==> src/hsv_pkg.sv <==
package hsv_pkg;

	localparam int CHANNEL_BITS_DEF = 8;
	localparam int HUE_BITS = 9;
	localparam int SECTOR_DEG = 60;

	// Hue codes 360..511 land in sectors six to eight and share the magenta sector mux.
	localparam int LAST_SECTOR = ((1 << HUE_BITS) - 1) / SECTOR_DEG;
	localparam int SEC_W = $clog2(LAST_SECTOR + 1);

	typedef logic [SEC_W-1:0] sector_t;

	localparam sector_t SEC_RED_YELLOW     = SEC_W'(0);
	localparam sector_t SEC_YELLOW_GREEN   = SEC_W'(1);
	localparam sector_t SEC_GREEN_CYAN     = SEC_W'(2);
	localparam sector_t SEC_CYAN_BLUE      = SEC_W'(3);
	localparam sector_t SEC_BLUE_MAGENTA   = SEC_W'(4);

endpackage

==> src/hsv_to_rgb_converter_top.sv <==
// HSV to RGB pixel converter, five register stages deep.
// Path: an accepted input item moves through the stage 1 to stage 5 registers in order,
// and its result waits in the stage 5 output register until m_tready takes it.
// Throughput: one item per cycle while m_tready is high; every stage holds one item and
// moves on when the stage ahead is free, so an output stall fills the pipeline before s_tready drops.
// Reset (arst_n low, asynchronous) clears the valid bit of every stage; data registers keep.
module hsv_to_rgb_converter_top import hsv_pkg::*; #(
	parameter int CHANNEL_BITS = CHANNEL_BITS_DEF,
	localparam int IN_W = ((HUE_BITS + 2 * CHANNEL_BITS + 7) / 8) * 8,
	localparam int OUT_W = ((3 * CHANNEL_BITS + 7) / 8) * 8
) (
	input  logic             clk,
	input  logic             arst_n,
	input  logic             s_tvalid,
	output logic             s_tready,
	input  logic [IN_W-1:0]  s_tdata,  // hue_degrees, saturation, brightness
	output logic             m_tvalid,
	input  logic             m_tready,
	output logic [OUT_W-1:0] m_tdata   // red, green, blue
);

	localparam int CB = CHANNEL_BITS;
	localparam int WW = 2 * CB;           // v*s product
	localparam int AW = CB + 6;           // quotient times fraction
	localparam int XW = CB + 7;           // remainder check against 60*M
	localparam int K = AW + 6;            // reciprocal shift for divide by 60
	localparam longint RECIP_VAL = ((longint'(1) << K) + SECTOR_DEG - 1) / SECTOR_DEG;
	localparam logic [AW:0] RECIP = RECIP_VAL[AW:0];
	localparam logic [CB-1:0] MAXV = {CB{1'b1}};
	localparam logic [XW-1:0] FULL = XW'(longint'(SECTOR_DEG) * ((longint'(1) << CB) - 1));

	// Handshake: each stage loads when it is empty or the stage ahead loads.
	logic valid_s1, valid_s2, valid_s3, valid_s4, valid_s5;
	logic en_s1, en_s2, en_s3, en_s4, en_s5;

	assign en_s5 = !valid_s5 || m_tready;
	assign en_s4 = !valid_s4 || en_s5;
	assign en_s3 = !valid_s3 || en_s4;
	assign en_s2 = !valid_s2 || en_s3;
	assign en_s1 = !valid_s1 || en_s2;
	assign s_tready = en_s1;
	assign m_tvalid = valid_s5;

	always_ff @(posedge clk or negedge arst_n) begin
		if (!arst_n) begin
			valid_s1 <= 1'b0;
			valid_s2 <= 1'b0;
			valid_s3 <= 1'b0;
			valid_s4 <= 1'b0;
			valid_s5 <= 1'b0;
		end else begin
			if (en_s1) valid_s1 <= s_tvalid;
			if (en_s2) valid_s2 <= valid_s1;
			if (en_s3) valid_s3 <= valid_s2;
			if (en_s4) valid_s4 <= valid_s3;
			if (en_s5) valid_s5 <= valid_s4;
		end
	end

	// Stage 1: sector and fraction of the hue, product v*s.
	logic [HUE_BITS-1:0] hue_in;
	logic [CB-1:0]       sat_in, val_in;
	sector_t             sec_c;
	logic [HUE_BITS-1:0] base_c;
	logic [HUE_BITS-1:0] frac_c;

	assign hue_in = s_tdata[HUE_BITS-1:0];
	assign sat_in = s_tdata[HUE_BITS +: CB];
	assign val_in = s_tdata[HUE_BITS + CB +: CB];

	always_comb begin
		sec_c = SEC_RED_YELLOW;
		base_c = '0;
		for (int k = 1; k <= LAST_SECTOR; k++) begin
			if (hue_in >= HUE_BITS'(k * SECTOR_DEG)) begin
				sec_c = SEC_W'(k);
				base_c = HUE_BITS'(k * SECTOR_DEG);
			end
		end
		frac_c = hue_in - base_c;
	end

	sector_t       sec_s1;
	logic [5:0]    f_s1;
	logic [6:0]    fc_s1;
	logic [CB-1:0] v_s1;
	logic [WW-1:0] w_s1;

	always_ff @(posedge clk) begin
		if (en_s1) begin
			sec_s1 <= sec_c;
			f_s1   <= frac_c[5:0];
			fc_s1  <= 7'(SECTOR_DEG) - {1'b0, frac_c[5:0]};
			v_s1   <= val_in;
			w_s1   <= {{CB{1'b0}}, val_in} * {{CB{1'b0}}, sat_in};
		end
	end

	// Stage 2: w = wq*M + wr, with M = 2^CB - 1.
	logic [WW:0]   wsum_c;
	logic [CB-1:0] wq_c;
	logic [WW-1:0] wr_full_c;

	always_comb begin
		wsum_c = {1'b0, w_s1} + {{(CB + 1){1'b0}}, w_s1[WW-1:CB]} + {{WW{1'b0}}, 1'b1};
		wq_c = wsum_c[WW-1:CB];
		wr_full_c = w_s1 - ({wq_c, {CB{1'b0}}} - {{CB{1'b0}}, wq_c});
	end

	sector_t       sec_s2;
	logic [5:0]    f_s2;
	logic [6:0]    fc_s2;
	logic [CB-1:0] v_s2, wq_s2, wr_s2;

	always_ff @(posedge clk) begin
		if (en_s2) begin
			sec_s2 <= sec_s1;
			f_s2   <= f_s1;
			fc_s2  <= fc_s1;
			v_s2   <= v_s1;
			wq_s2  <= wq_c;
			wr_s2  <= wr_full_c[CB-1:0];
		end
	end

	// Stage 3: split v*s*f/(60M) into whole and remainder parts; p is final here.
	logic [AW:0] at_full_c, bt_full_c;

	assign at_full_c = {{(AW + 1 - CB){1'b0}}, wq_s2} * {{(AW - 6){1'b0}}, fc_s2};
	assign bt_full_c = {{(AW + 1 - CB){1'b0}}, wr_s2} * {{(AW - 6){1'b0}}, fc_s2};

	sector_t       sec_s3;
	logic [CB-1:0] v_s3, p_s3;
	logic [AW-1:0] aq_s3, at_s3, bq_s3, bt_s3;

	always_ff @(posedge clk) begin
		if (en_s3) begin
			sec_s3 <= sec_s2;
			v_s3   <= v_s2;
			p_s3   <= v_s2 - wq_s2 - CB'(wr_s2 != '0);
			aq_s3  <= {6'd0, wq_s2} * {{CB{1'b0}}, f_s2};
			bq_s3  <= {6'd0, wr_s2} * {{CB{1'b0}}, f_s2};
			at_s3  <= at_full_c[AW-1:0];
			bt_s3  <= bt_full_c[AW-1:0];
		end
	end

	// Stage 4: divide the whole parts by 60 through a reciprocal multiply.
	logic [2*AW:0] aq_prod_c, at_prod_c;

	assign aq_prod_c = {{(AW + 1){1'b0}}, aq_s3} * {{AW{1'b0}}, RECIP};
	assign at_prod_c = {{(AW + 1){1'b0}}, at_s3} * {{AW{1'b0}}, RECIP};

	sector_t       sec_s4;
	logic [CB-1:0] v_s4, p_s4, qq_s4, qt_s4;
	logic [5:0]    aq_lo_s4, at_lo_s4;
	logic [AW-1:0] bq_s4, bt_s4;

	always_ff @(posedge clk) begin
		if (en_s4) begin
			sec_s4   <= sec_s3;
			v_s4     <= v_s3;
			p_s4     <= p_s3;
			qq_s4    <= aq_prod_c[K + CB - 1:K];
			qt_s4    <= at_prod_c[K + CB - 1:K];
			aq_lo_s4 <= aq_s3[5:0];
			at_lo_s4 <= at_s3[5:0];
			bq_s4    <= bq_s3;
			bt_s4    <= bt_s3;
		end
	end

	// Stage 5: the leftover (ar*M + b)/(60M) rounds up to 0, 1 or 2; then the sector mux.
	logic [AW-1:0] q60_c, t60_c;
	logic [5:0]    arq_c, art_c;
	logic [XW-1:0] xq_c, xt_c;
	logic [1:0]    cq_c, ct_c;
	logic [CB-1:0] q_c, t_c;
	logic [CB-1:0] red_c, green_c, blue_c;

	always_comb begin
		q60_c = {qq_s4, 6'd0} - {4'd0, qq_s4, 2'd0};
		t60_c = {qt_s4, 6'd0} - {4'd0, qt_s4, 2'd0};
		arq_c = aq_lo_s4 - q60_c[5:0];
		art_c = at_lo_s4 - t60_c[5:0];
		xq_c = {1'b0, arq_c, {CB{1'b0}}} - {{(CB + 1){1'b0}}, arq_c} + {1'b0, bq_s4};
		xt_c = {1'b0, art_c, {CB{1'b0}}} - {{(CB + 1){1'b0}}, art_c} + {1'b0, bt_s4};
		cq_c = (xq_c == '0) ? 2'd0 : ((xq_c <= FULL) ? 2'd1 : 2'd2);
		ct_c = (xt_c == '0) ? 2'd0 : ((xt_c <= FULL) ? 2'd1 : 2'd2);
		q_c = v_s4 - qq_s4 - CB'(cq_c);
		t_c = v_s4 - qt_s4 - CB'(ct_c);

		unique case (sec_s4)
			SEC_RED_YELLOW: begin
				red_c = v_s4; green_c = t_c; blue_c = p_s4;
			end
			SEC_YELLOW_GREEN: begin
				red_c = q_c; green_c = v_s4; blue_c = p_s4;
			end
			SEC_GREEN_CYAN: begin
				red_c = p_s4; green_c = v_s4; blue_c = t_c;
			end
			SEC_CYAN_BLUE: begin
				red_c = p_s4; green_c = q_c; blue_c = v_s4;
			end
			SEC_BLUE_MAGENTA: begin
				red_c = t_c; green_c = p_s4; blue_c = v_s4;
			end
			default: begin
				red_c = v_s4; green_c = p_s4; blue_c = q_c;
			end
		endcase
	end

	logic [CB-1:0] red_s5, green_s5, blue_s5;

	always_ff @(posedge clk) begin
		if (en_s5) begin
			red_s5   <= red_c;
			green_s5 <= green_c;
			blue_s5  <= blue_c;
		end
	end

	assign m_tdata = OUT_W'({blue_s5, green_s5, red_s5});

	// An accepted item always lands in the first stage.
	a_accept_loads: assert property (@(posedge clk) disable iff (!arst_n)
		s_tvalid && s_tready |=> valid_s1)
		else $error("accepted item did not reach stage 1");

	// The divide by M must leave a remainder below M.
	a_rem_range: assert property (@(posedge clk) disable iff (!arst_n)
		valid_s2 |-> wr_s2 != MAXV)
		else $error("remainder of v*s by full scale out of range");

	// p never exceeds the brightness.
	a_p_bound: assert property (@(posedge clk) disable iff (!arst_n)
		valid_s3 |-> p_s3 <= v_s3)
		else $error("p exceeds brightness");

	// A held stage keeps its item until the stage ahead takes it.
	a_hold_s4: assert property (@(posedge clk) disable iff (!arst_n)
		valid_s4 && !en_s5 |=> valid_s4 && $stable(qq_s4) && $stable(sec_s4))
		else $error("stage 4 lost its item during a stall");

endmodule
==> config.mk <==
export PLATFORM = sky130hd
export DESIGN_NAME = hsv_to_rgb_converter_top
export DESIGN_NICKNAME = d
export VERILOG_FILES = /design/src/hsv_pkg.sv /design/src/hsv_to_rgb_converter_top.sv
export SDC_FILE = /design/constraint.sdc
export NUM_CORES = 1
export LEC_CHECK = 0
export BUFFER_PORTS_ARGS = -buffer_cell sky130_fd_sc_hd__buf_4
export CORE_ASPECT_RATIO = 0.6
export CORE_MARGIN = 3
export CORE_UTILIZATION = 30
export DETAILED_ROUTE_END_ITERATION = 10
export GPL_ROUTABILITY_DRIVEN = 0
export GPL_TIMING_DRIVEN = 0
export SYNTH_ARGS = -nofsm -noshare
export SYNTH_HDL_FRONTEND = slang
export SYNTH_SLANG_ARGS = --single-unit
export TNS_END_PERCENT = 20
==> constraint.sdc <==
create_clock -name clk -period 7.1 [get_ports clk]
set_input_delay 0.355 -clock clk [delete_from_list [all_inputs] [get_ports clk]]
set_output_delay 0.355 -clock clk [all_outputs]
set_load 0.01 [all_outputs]
* After elaboration in Yosys (flattened, before gate mapping) *
Cells that the tools add are included.

word-level totals
  flip-flop bits (word level) = 263
  input port bits = 36
  output and inout bits = 26
  logic and storage cells = 116

cells by class
  equal/unequal tests = 4
  multipliers = 7
  reductions and logical operators = 18
  order comparisons = 10
  multiplexer cells = 22
  $add $sub $neg = 20

operators with widths
  cell                                                                      count
  8-bit one-hot mux with 3 select lines                                     3
  14-bit by 15-bit multiplier with 28-bit output (second input constant)    2
  6-bit 2-to-1 mux                                                          8
  9-bit >= comparator (second input constant)                               4
  8-bit subtractor                                                          4
  15-bit by 14-bit adder with 15-bit output                                 2
  15-bit by 14-bit <= comparator with 1-bit output (second input constant)  2
  15-bit logical NOT                                                        2
  14-bit by 6-bit subtractor with 15-bit output                             2
  8-bit by 6-bit multiplier with 14-bit output                              2
  8-bit by 7-bit multiplier with 14-bit output                              2
  4-bit 2-to-1 mux                                                          6
  9-bit by 8-bit >= comparator with 1-bit output (second input constant)    2
  6-bit subtractor                                                          3
  16-bit by 1-bit adder with 16-bit output (second input constant)          1
  16-bit by 8-bit adder with 16-bit output                                  1
  8-bit by 8-bit multiplier with 16-bit output                              1
  8-bit by 2-bit subtractor with 8-bit output                               2
  1-bit by 6-bit subtractor with 6-bit output (first input constant)        2
  9-bit by 6-bit >= comparator with 1-bit output (second input constant)    1
  9-bit by 7-bit >= comparator with 1-bit output (second input constant)    1
  4-bit by 2-bit == test with 1-bit output (second input constant)          2
  2-bit 2-to-1 mux                                                          4
  8-bit nonzero test                                                        1
  10 further kinds                                                          21

* Longest topological paths before layout *
Gate-level depths: netlist of the first run.

  depth after elaboration = 11
  depth in mapped cells = 27
  gate-level depth less buffers = 27

* Least setup slack after synthesis of the first run *
OpenSTA, ideal clock, no wires.

  kind = flip-flop to flip-flop
  start = reg qq_s4[1]
  end = reg green_s5[6], data pin
  clock period less this slack = 5596 ps
  cell stages (with the launch flop) = 28
  path slack = 1504 ps
  data required time = 6933 ps
  path buffers = 0
  arrival time = 5429 ps
  library setup time = 167 ps
  cell sequence = edfxtp_1 > ha_1 > a21o_1 > a21oi_1 > xnor2_1 > ha_1 > ha_1 > nand2_1 > a211o_1 > a211o_1 > a21oi_2 > a31oi_1 > a22o_1 > a311o_1 > a31o_1 > fa_1 > inv_1 > ha_1 > nor2_1 > fa_1 > nor2b_1 > o21ai_0 > nand2b_1 > a21o_1 > a21oi_1 > xnor2_1 > mux2i_1 > a211oi_1

on the way
  longest elaborated chain between the ends = 9
  elaborated cells on any way between the ends = 11
  classes of those cells = add/sub: 6; order compare: 1; mux: 3; reduce/logical: 1

RTL lines
  what                                              RTL line                         source
  start: declaration                                hsv_to_rgb_converter_top.sv:155  logic [CB-1:0] v_s4, p_s4, qq_s4, qt_s4;
  start signal: assignment                          hsv_to_rgb_converter_top.sv:164  qq_s4 <= aq_prod_c[K + CB - 1:K];
  1-bit by 6-bit subtractor with 6-bit output       hsv_to_rgb_converter_top.sv:182  q60_c = {qq_s4, 6'd0} - {4'd0, qq_s4, 2'd0};
  6-bit subtractor                                  hsv_to_rgb_converter_top.sv:184  arq_c = aq_lo_s4 - q60_c[5:0];
  14-bit by 6-bit subtractor with 15-bit output     hsv_to_rgb_converter_top.sv:186  xq_c = {1'b0, arq_c, {CB{1'b0}}} - {{(CB + 1){1'b0}}, arq_c} + {1'b0, bq_s4};
  15-bit by 14-bit adder with 15-bit output         hsv_to_rgb_converter_top.sv:186
  15-bit by 14-bit <= comparator with 1-bit output  hsv_to_rgb_converter_top.sv:188  cq_c = (xq_c == '0) ? 2'd0 : ((xq_c <= FULL) ? 2'd1 : 2'd2);
  2-bit 2-to-1 mux (2 in a row)                     hsv_to_rgb_converter_top.sv:188
  8-bit by 2-bit subtractor with 8-bit output (*)   hsv_to_rgb_converter_top.sv:190  q_c = v_s4 - qq_s4 - CB'(cq_c);
  8-bit one-hot mux with 3 select lines (*)         hsv_to_rgb_converter_top.sv:193  unique case (sec_s4)
  net green_c[6]                                    hsv_to_rgb_converter_top.sv:179  logic [CB-1:0] red_c, green_c, blue_c;
  end signal: assignment                            hsv_to_rgb_converter_top.sv:220  green_s5 <= green_c;
  end: declaration                                  hsv_to_rgb_converter_top.sv:215  logic [CB-1:0] red_s5, green_s5, blue_s5;

Mark *: on every way through the listed nets, which the timed path passes. The rest lies on a longest branch.
A chain may end at the register's enable or synchronous reset.

* Worst setup path after layout of the first run *
  start = reg qt_s4[1]
  end = reg green_s5[6], data pin

on the way
  longest elaborated chain between the ends = 9
  elaborated cells on any way between the ends = 11
  classes of those cells = add/sub: 6; order compare: 1; mux: 3; reduce/logical: 1

RTL lines
  what                                              RTL line                         source
  start: declaration                                hsv_to_rgb_converter_top.sv:155
  start signal: assignment                          hsv_to_rgb_converter_top.sv:165  qt_s4 <= at_prod_c[K + CB - 1:K];
  1-bit by 6-bit subtractor with 6-bit output       hsv_to_rgb_converter_top.sv:183  t60_c = {qt_s4, 6'd0} - {4'd0, qt_s4, 2'd0};
  6-bit subtractor                                  hsv_to_rgb_converter_top.sv:185  art_c = at_lo_s4 - t60_c[5:0];
  14-bit by 6-bit subtractor with 15-bit output     hsv_to_rgb_converter_top.sv:187  xt_c = {1'b0, art_c, {CB{1'b0}}} - {{(CB + 1){1'b0}}, art_c} + {1'b0, bt_s4};
  15-bit by 14-bit adder with 15-bit output         hsv_to_rgb_converter_top.sv:187
  15-bit by 14-bit <= comparator with 1-bit output  hsv_to_rgb_converter_top.sv:189  ct_c = (xt_c == '0) ? 2'd0 : ((xt_c <= FULL) ? 2'd1 : 2'd2);
  2-bit 2-to-1 mux (2 in a row)                     hsv_to_rgb_converter_top.sv:189
  8-bit by 2-bit subtractor with 8-bit output (*)   hsv_to_rgb_converter_top.sv:191  t_c = v_s4 - qt_s4 - CB'(ct_c);
  8-bit one-hot mux with 3 select lines (*)         hsv_to_rgb_converter_top.sv:193
  net green_c[6]                                    hsv_to_rgb_converter_top.sv:179

Marked as above.

==> results of run 1 <==
cells in the final DEF, fill, tap and decap left out, drive strengths merged, types with 69 or more instances in the layout:
| cell | netlist | final |
|---|---|---|
| edfxtp | 252 | 252 |
| nor2 | 69 | 69 |
| xnor2 | 110 | 110 |
| nand2 | 218 | 218 |
| inv | 375 | 378 |
| ha | 421 | 421 |
| and2 | 138 | 138 |
| clkbuf | 43 | 70 |
| fa | 194 | 194 |
| a21oi | 105 | 105 |
cells by family (layout without fill, tap and decap cells):
logic type,count (synthesis),in the layout
fa+ha+maj,616,616
simple gates,552,552
buf+inv,419,525
compound gates,321,321
flops,257,257
xor+xnor,155,155
mux,2,2
other cells,0,1
area by class of cell:
cell class	count	area (um^2)	share of cell area (%)
diodes	1	2.50	0.00915
plain buffers	44	165	0.604
clock buffers	27	676	2.47
clock inverters	19	196	0.718
inverters	375	1410	5.14
multi-input cells	1646	15400	56.2
flip-flops and latches	257	7690	28.1
well taps	1066	1330	4.87
repair buffers	60	520	1.90
path summary, 6_finish.rpt:
kind                                              end  slack, ns          startpoint
worst max-delay path            green_s5[6]$_DFFE_PP_       0.52  qt_s4[1]$_DFFE_PP_
worst min-delay path                v_s1[1]$_DFFE_PP_       0.06         s_tdata[18]
worst max register to register  green_s5[6]$_DFFE_PP_       0.52  qt_s4[1]$_DFFE_PP_
worst min register to register     bq_s4[3]$_DFFE_PP_       0.41  bq_s3[3]$_DFFE_PP_
max in group asynchronous        m_tvalid$_DFFE_PN0P_       6.86              arst_n
min in group asynchronous        valid_s1$_DFFE_PN0P_       0.13              arst_n
stage by stage:
| stage | std cells | utilization, % | worst slack [ns] | instance area (um^2) | hold slack, ns |
|---|---|---|---|---|---|
| after floorplan | 2322 | - | 1.50 | 24600 | 0.0594 |
| after global placement | 3439 | 32.7 | 0.571 | 26300 | 0.161 |
| after detailed placement | 3444 | 32.9 | 0.548 | 26400 | 0.163 |
| after CTS | 3494 | 34.0 | 0.503 | 27400 | 0.0144 |
| after global routing | 3494 | 34.0 | 0.0208 | 27400 | 0.0416 |
| final | 3495 | 34.0 | 0.521 | 27400 | 0.0572 |
state kept, by name, indices dropped and copies added (netlist names), 13 cells and up:
signal,flops
bq_s4,14
bt_s4,13
at_s3,13
aq_s3,14
bq_s3,14
bt_s3,13
w_s1,16
metal layers:
layer	wire length (um)	up-vias	GRT usage, %
li1	-	8032	-
met1	33100	7800	24.1
met2	18600	481	15.8
met3	4990	59	3.33
met4	765	0	1.85
met5	0	-	0
timing repair:
item	CTS	global route
hold buffers	4	0
hold endpoints to repair	8	0
setup endpoints to repair	0	1
gates resized for setup	0	1
cells in the mapped netlist, types with 42 or more instances:
master,number
ha_1,421
nor2_1,69
fa_1,194
and2_1,138
o21ai_0,42
edfxtp_1,252
clkbuf_1,43
nand2_1,218
xor2_1,45
xnor2_1,110
a21oi_1,104
inv_1,374
a21o_1,44
==> impl_metrics.env, run 1 <==
export IMPL_fin_setup_tns_ns=0
export IMPL_synth_top_family_by_area="adder cells"
export IMPL_port_buffers=51
export IMPL_worst_pin_slew_ns=0.933
export IMPL_yosys_warnings=0
export IMPL_synth_area_leaders="edfxtp_1, ha_1, fa_1, inv_1, xnor2_1"
export IMPL_dr_first_iter_drc_count=1479
export IMPL_cts_setup_buffers=0
export IMPL_row_count=80
export IMPL_rsz0062_at_grt="no"
export IMPL_ys_seq_area_share_pct=31.3
export IMPL_synth_main_ff_cell="edfxtp_1"
export IMPL_ys_ff_latch=257
export IMPL_clock_sinks=257
export IMPL_grt_ovfl_total=0
export IMPL_grt_pass1_vias=15776
export IMPL_nNetsFinal=3061
export IMPL_cp_common_cell="ha_1"
export IMPL_cts_htree_levels=1
export IMPL_min_period_over_period_pct=92.7
export IMPL_finalHoldViolCount=0
export IMPL_critPathMaxFanout=4
export IMPL_ios=62
export IMPL_critPathKind="reg2reg"
export IMPL_synth_xor_area_share_pct=5.52
export IMPL_floorplan_initialDensity_pct=30.6
export IMPL_grt_pass1_wl_mm=92.0
export IMPL_core_area_um2=80400
export IMPL_syn_cell_area_um2=24600
export IMPL_ant_nets=0
export IMPL_ys_types=70
export IMPL_arrival_ns=6.87
export IMPL_yosys_area_share_simple_pct=11.0
export IMPL_synth_top_area_cell="edfxtp_1"
export IMPL_slew_headroom_pct=37.8
export IMPL_n_fill_cell=8077
export IMPL_r2r_cells=26
export IMPL_crit_cells=26
export IMPL_synth_cells=2322
export IMPL_synth_top_area_share_pct=30.8
export IMPL_clock_latency_ns=0.58
export IMPL_drv_slew=0
export IMPL_clockRootBuffer="clkbuf_16"
export IMPL_die_area_um2=85600
export IMPL_clockBufferDepth=3
export IMPL_post_drt_via_cell_ratio=4.68
export IMPL_wl_per_cell_um=16.4
export IMPL_final_layout_size_suffix_gt1_share_pct=4.78
export IMPL_cts_made_buffers=26
export IMPL_syn2layout_area_growth_pct=11.2
export IMPL_path_clk_slew_ns=0.07
export IMPL_cp_required_ns=7.39
export IMPL_critPathBufInv=1
export IMPL_fin_skew_ns=0.0180
export IMPL_min_path_type="in2reg"
export IMPL_cp_slowest_cell="fa_1"
export IMPL_cts_tree="yes"
export IMPL_cp_start_kind="register"
export IMPL_drtPass1Iterations=5
export IMPL_hpwl_mm=47.2
export IMPL_status="completed"
export IMPL_synth_compound_area_share_pct=8.53
export IMPL_totalWireLength_mm=57.4
export IMPL_die_y_um=228
export IMPL_antenna_found_initial=1
export IMPL_cp_slowest_stage_delay_ns=0.52
export IMPL_synthMuxAreaShare_pct=0.0814
export IMPL_layout_min_cycle_time_ns=6.58
export IMPL_hold_depth=1
export IMPL_crit_family="compound AO/OA/AOI/OAI gates"
export IMPL_synth_fa_ha_area_share_pct=37.2
export IMPL_synth_edf_count=252
export IMPL_grt_start_max_net_pins=61
export IMPL_end_kind="register"
export IMPL_grt_use_total_pct=13.6
export IMPL_syn_avg_cell_area_um2=10.6
export IMPL_vias=16372
export IMPL_finalSetupViolations=0
export IMPL_synth_fp_nets=2973
export IMPL_timing_fmax_mhz=152
export IMPL_drv_cap=0
export IMPL_die_w_um=376
export IMPL_drc=0
export IMPL_ys_async_sr_fraction_pct=1.95
Power of run 1 is left out: the tool's default activity adds up to more than one toggle a clock period on the data nets, which glitch-free logic cannot reach.
==> inputs of run 2 (changes only) <==
Settings changed: CTS_CLUSTER_SIZE set to 10.
Clock period 7.1 ns to 6.1 ns, I/O delays scaled along.
==> impl_metrics.env, run 2 (synthesis results as in run 1) <==
export IMPL_wl_met2_mm=19.2
export IMPL_dr_wl_met3_mm=4.87
export IMPL_finalHoldViolCount=0
export IMPL_grt_pass1_wl_mm=93.0
export IMPL_status="finished with violations"
export IMPL_cp_required_ns=6.40
export IMPL_worstSetupStartpoint="qt_s4[0]$_DFFE_PP_"
export IMPL_finalSetupViolations=1
export IMPL_regMostFlops="w_s1"
export IMPL_die_y_um=228
export IMPL_syn2layout_area_growth_pct=13.7
export IMPL_die_area_um2=85600
export IMPL_place_ws_ns=-0.452
export IMPL_violations="negative setup slack"
export IMPL_cts_made_buffers=30
export IMPL_fin_setup_tns_ns=-0.0449
export IMPL_final_util_pct=34.8
export IMPL_slew_headroom_pct=36.8
export IMPL_rsz0062_at_grt="yes"
export IMPL_cp_start_kind="register"
export IMPL_n_fill_cell=8013
export IMPL_end_kind="register"
export IMPL_worst_pin_slew_ns=0.947
export IMPL_vias=16522
export IMPL_cts_htree_levels=1
export IMPL_r2r_start="qt_s4[0]$_DFFE_PP_"
export IMPL_drtPass1Iterations=6
export IMPL_drv_cap=0
export IMPL_core_area_um2=80400
export IMPL_grt_ovfl_total=0
export IMPL_layout_min_cycle_time_ns=6.14
export IMPL_clockBufferDepth=3
export IMPL_grt_pass1_vias=15955
export IMPL_grt_start_max_net_pins=61
export IMPL_totalWireLength_mm=58.2
export IMPL_cts_tree="yes"
export IMPL_clock_sinks=257
export IMPL_arrival_ns=6.44
export IMPL_critPathKind="reg2reg"
export IMPL_grt_use_total_pct=13.8
export IMPL_die_w_um=376
export IMPL_nNetsFinal=3099
export IMPL_clock_latency_ns=0.59
export IMPL_port_buffers=51
export IMPL_layout_commonest_cell="ha_1"
export IMPL_floorplan_initialDensity_pct=30.6
export IMPL_routed_top_layer="met4"
export IMPL_path_clk_slew_ns=0.05
export IMPL_timing_fmax_mhz=163
export IMPL_min_period_over_period_pct=101
export IMPL_dr_first_iter_drc_count=1520
export IMPL_fin_ws_ns=-0.0449
export IMPL_critPathMaxFanout=4
export IMPL_row_count=80
export IMPL_final_layout_size_suffix_gt1_share_pct=7.47
export IMPL_layout_common_cells="ha_1, inv_1, edfxtp_1"
export IMPL_antenna_found_initial=1
export IMPL_multi_input_area_um2=15700
export IMPL_largest_reg_flops=16
export IMPL_drc=0
export IMPL_post_drt_via_cell_ratio=4.68
export IMPL_min_path_type="in2async"
export IMPL_drv_slew=0
export IMPL_clockRootBuffer="clkbuf_16"
export IMPL_fin_skew_ns=0.0239
export IMPL_ant_nets=0
export IMPL_ios=62
export IMPL_wl_per_cell_um=16.5
export IMPL_hpwl_mm=47.2
export IMPL_regArea_um2=7690
export IMPL_wl_met1_mm=33.5
==> run 2: cell types whose count changed in the layout (fill, tap and decap cells not counted), sizes merged <==
cell,change
buf,+26
bufinv,-2
clkbuf,+18
clkinv,-8
clkinvlp,-4
dlygate4sd3,+8
inv,-3
==> run 2: per-layer routing <==
| metal | GRT usage, % | up-vias |
|---|---|---|
| met5 | 0 | - |
| met1 | 24.3 | 7885 |
| met3 | 3.27 | 57 |
| met2 | 16.1 | 478 |
| met4 | 1.66 | 0 |
| li1 | - | 8102 |
==> run 2: cell type report <==
cell class / count / area share [%]
Clock inverter: 2 / 0.125
Tap cell: 1066 / 4.77
Timing Repair Buffer: 94 / 2.85
Antenna cell: 1 / 0.00895
Sequential cell: 257 / 27.5
Buffer: 44 / 0.591
Clock buffer: 45 / 3.03
Inverter: 375 / 5.03
Multi-Input combinational cell: 1646 / 56.1
==> run 2: critical path, cell delays in order, from the launching register on <==
cell	delay [ns]
edfxtp_1	0.40
ha_2	0.22
fa_1	0.48
inv_1	0.07
ha_1	0.31
ha_4	0.30
nand2b_1	0.09
a211oi_2	0.23
buf_4	0.15
o21ai_2	0.07
o211ai_1	0.27
a21oi_1	0.12
xor2_1	0.19
o41ai_2	0.40
o21bai_4	0.19
fa_1	0.46
ha_1	0.22
nor2_2	0.13
fa_2	0.23
nor2b_1	0.05
o21ai_1	0.16
nand2b_1	0.12
a21o_1	0.21
a21oi_2	0.19
xnor2_2	0.14
a2111oi_4	0.39
a211oi_2	0.09
==> run 2: stage by stage <==
step / cells / hold slack [ns] / instance area, um^2
2_1_floorplan: 2322 / 0.00941 / 24600
3_3_place_gp: 3439 / 0.111 / 26300
3_5_place_dp: 3444 / 0.113 / 26400
4_1_cts: 3519 / 0.0214 / 27800
5_1_grt: 3529 / 0.0484 / 28000
6_report: 3530 / 0.0607 / 28000
==> run 2: path summary, 6_finish.rpt <==
check                      slack, ns               endpoint  cells past startpoint
min                             0.06   valid_s1$_DFFE_PN0P_                      2
max reg2reg                    -0.04  green_s5[6]$_DFFE_PP_                     26
min in group clk                0.11      w_s1[0]$_DFFE_PP_                      2
max in group asynchronous       5.93   m_tvalid$_DFFE_PN0P_                      2
min reg2reg                     0.41      v_s2[1]$_DFFE_PP_                      0
max                            -0.04  green_s5[6]$_DFFE_PP_                     26
==> run 2: timing repair <==
| action | 4_1_cts | 5_1_grt |
|---|---|---|
| endpoints found under the setup margin | 10 | 17 |
| pin swaps | 17 | 33 |
| hold buffers | 12 | 0 |
| setup buffers | 16 | 10 |
| resized for setup | 34 | 30 |
| gates cloned | 0 | 0 |
| hold endpoints to repair | 16 | 0 |
Power of run 2 is left out for the same reason.
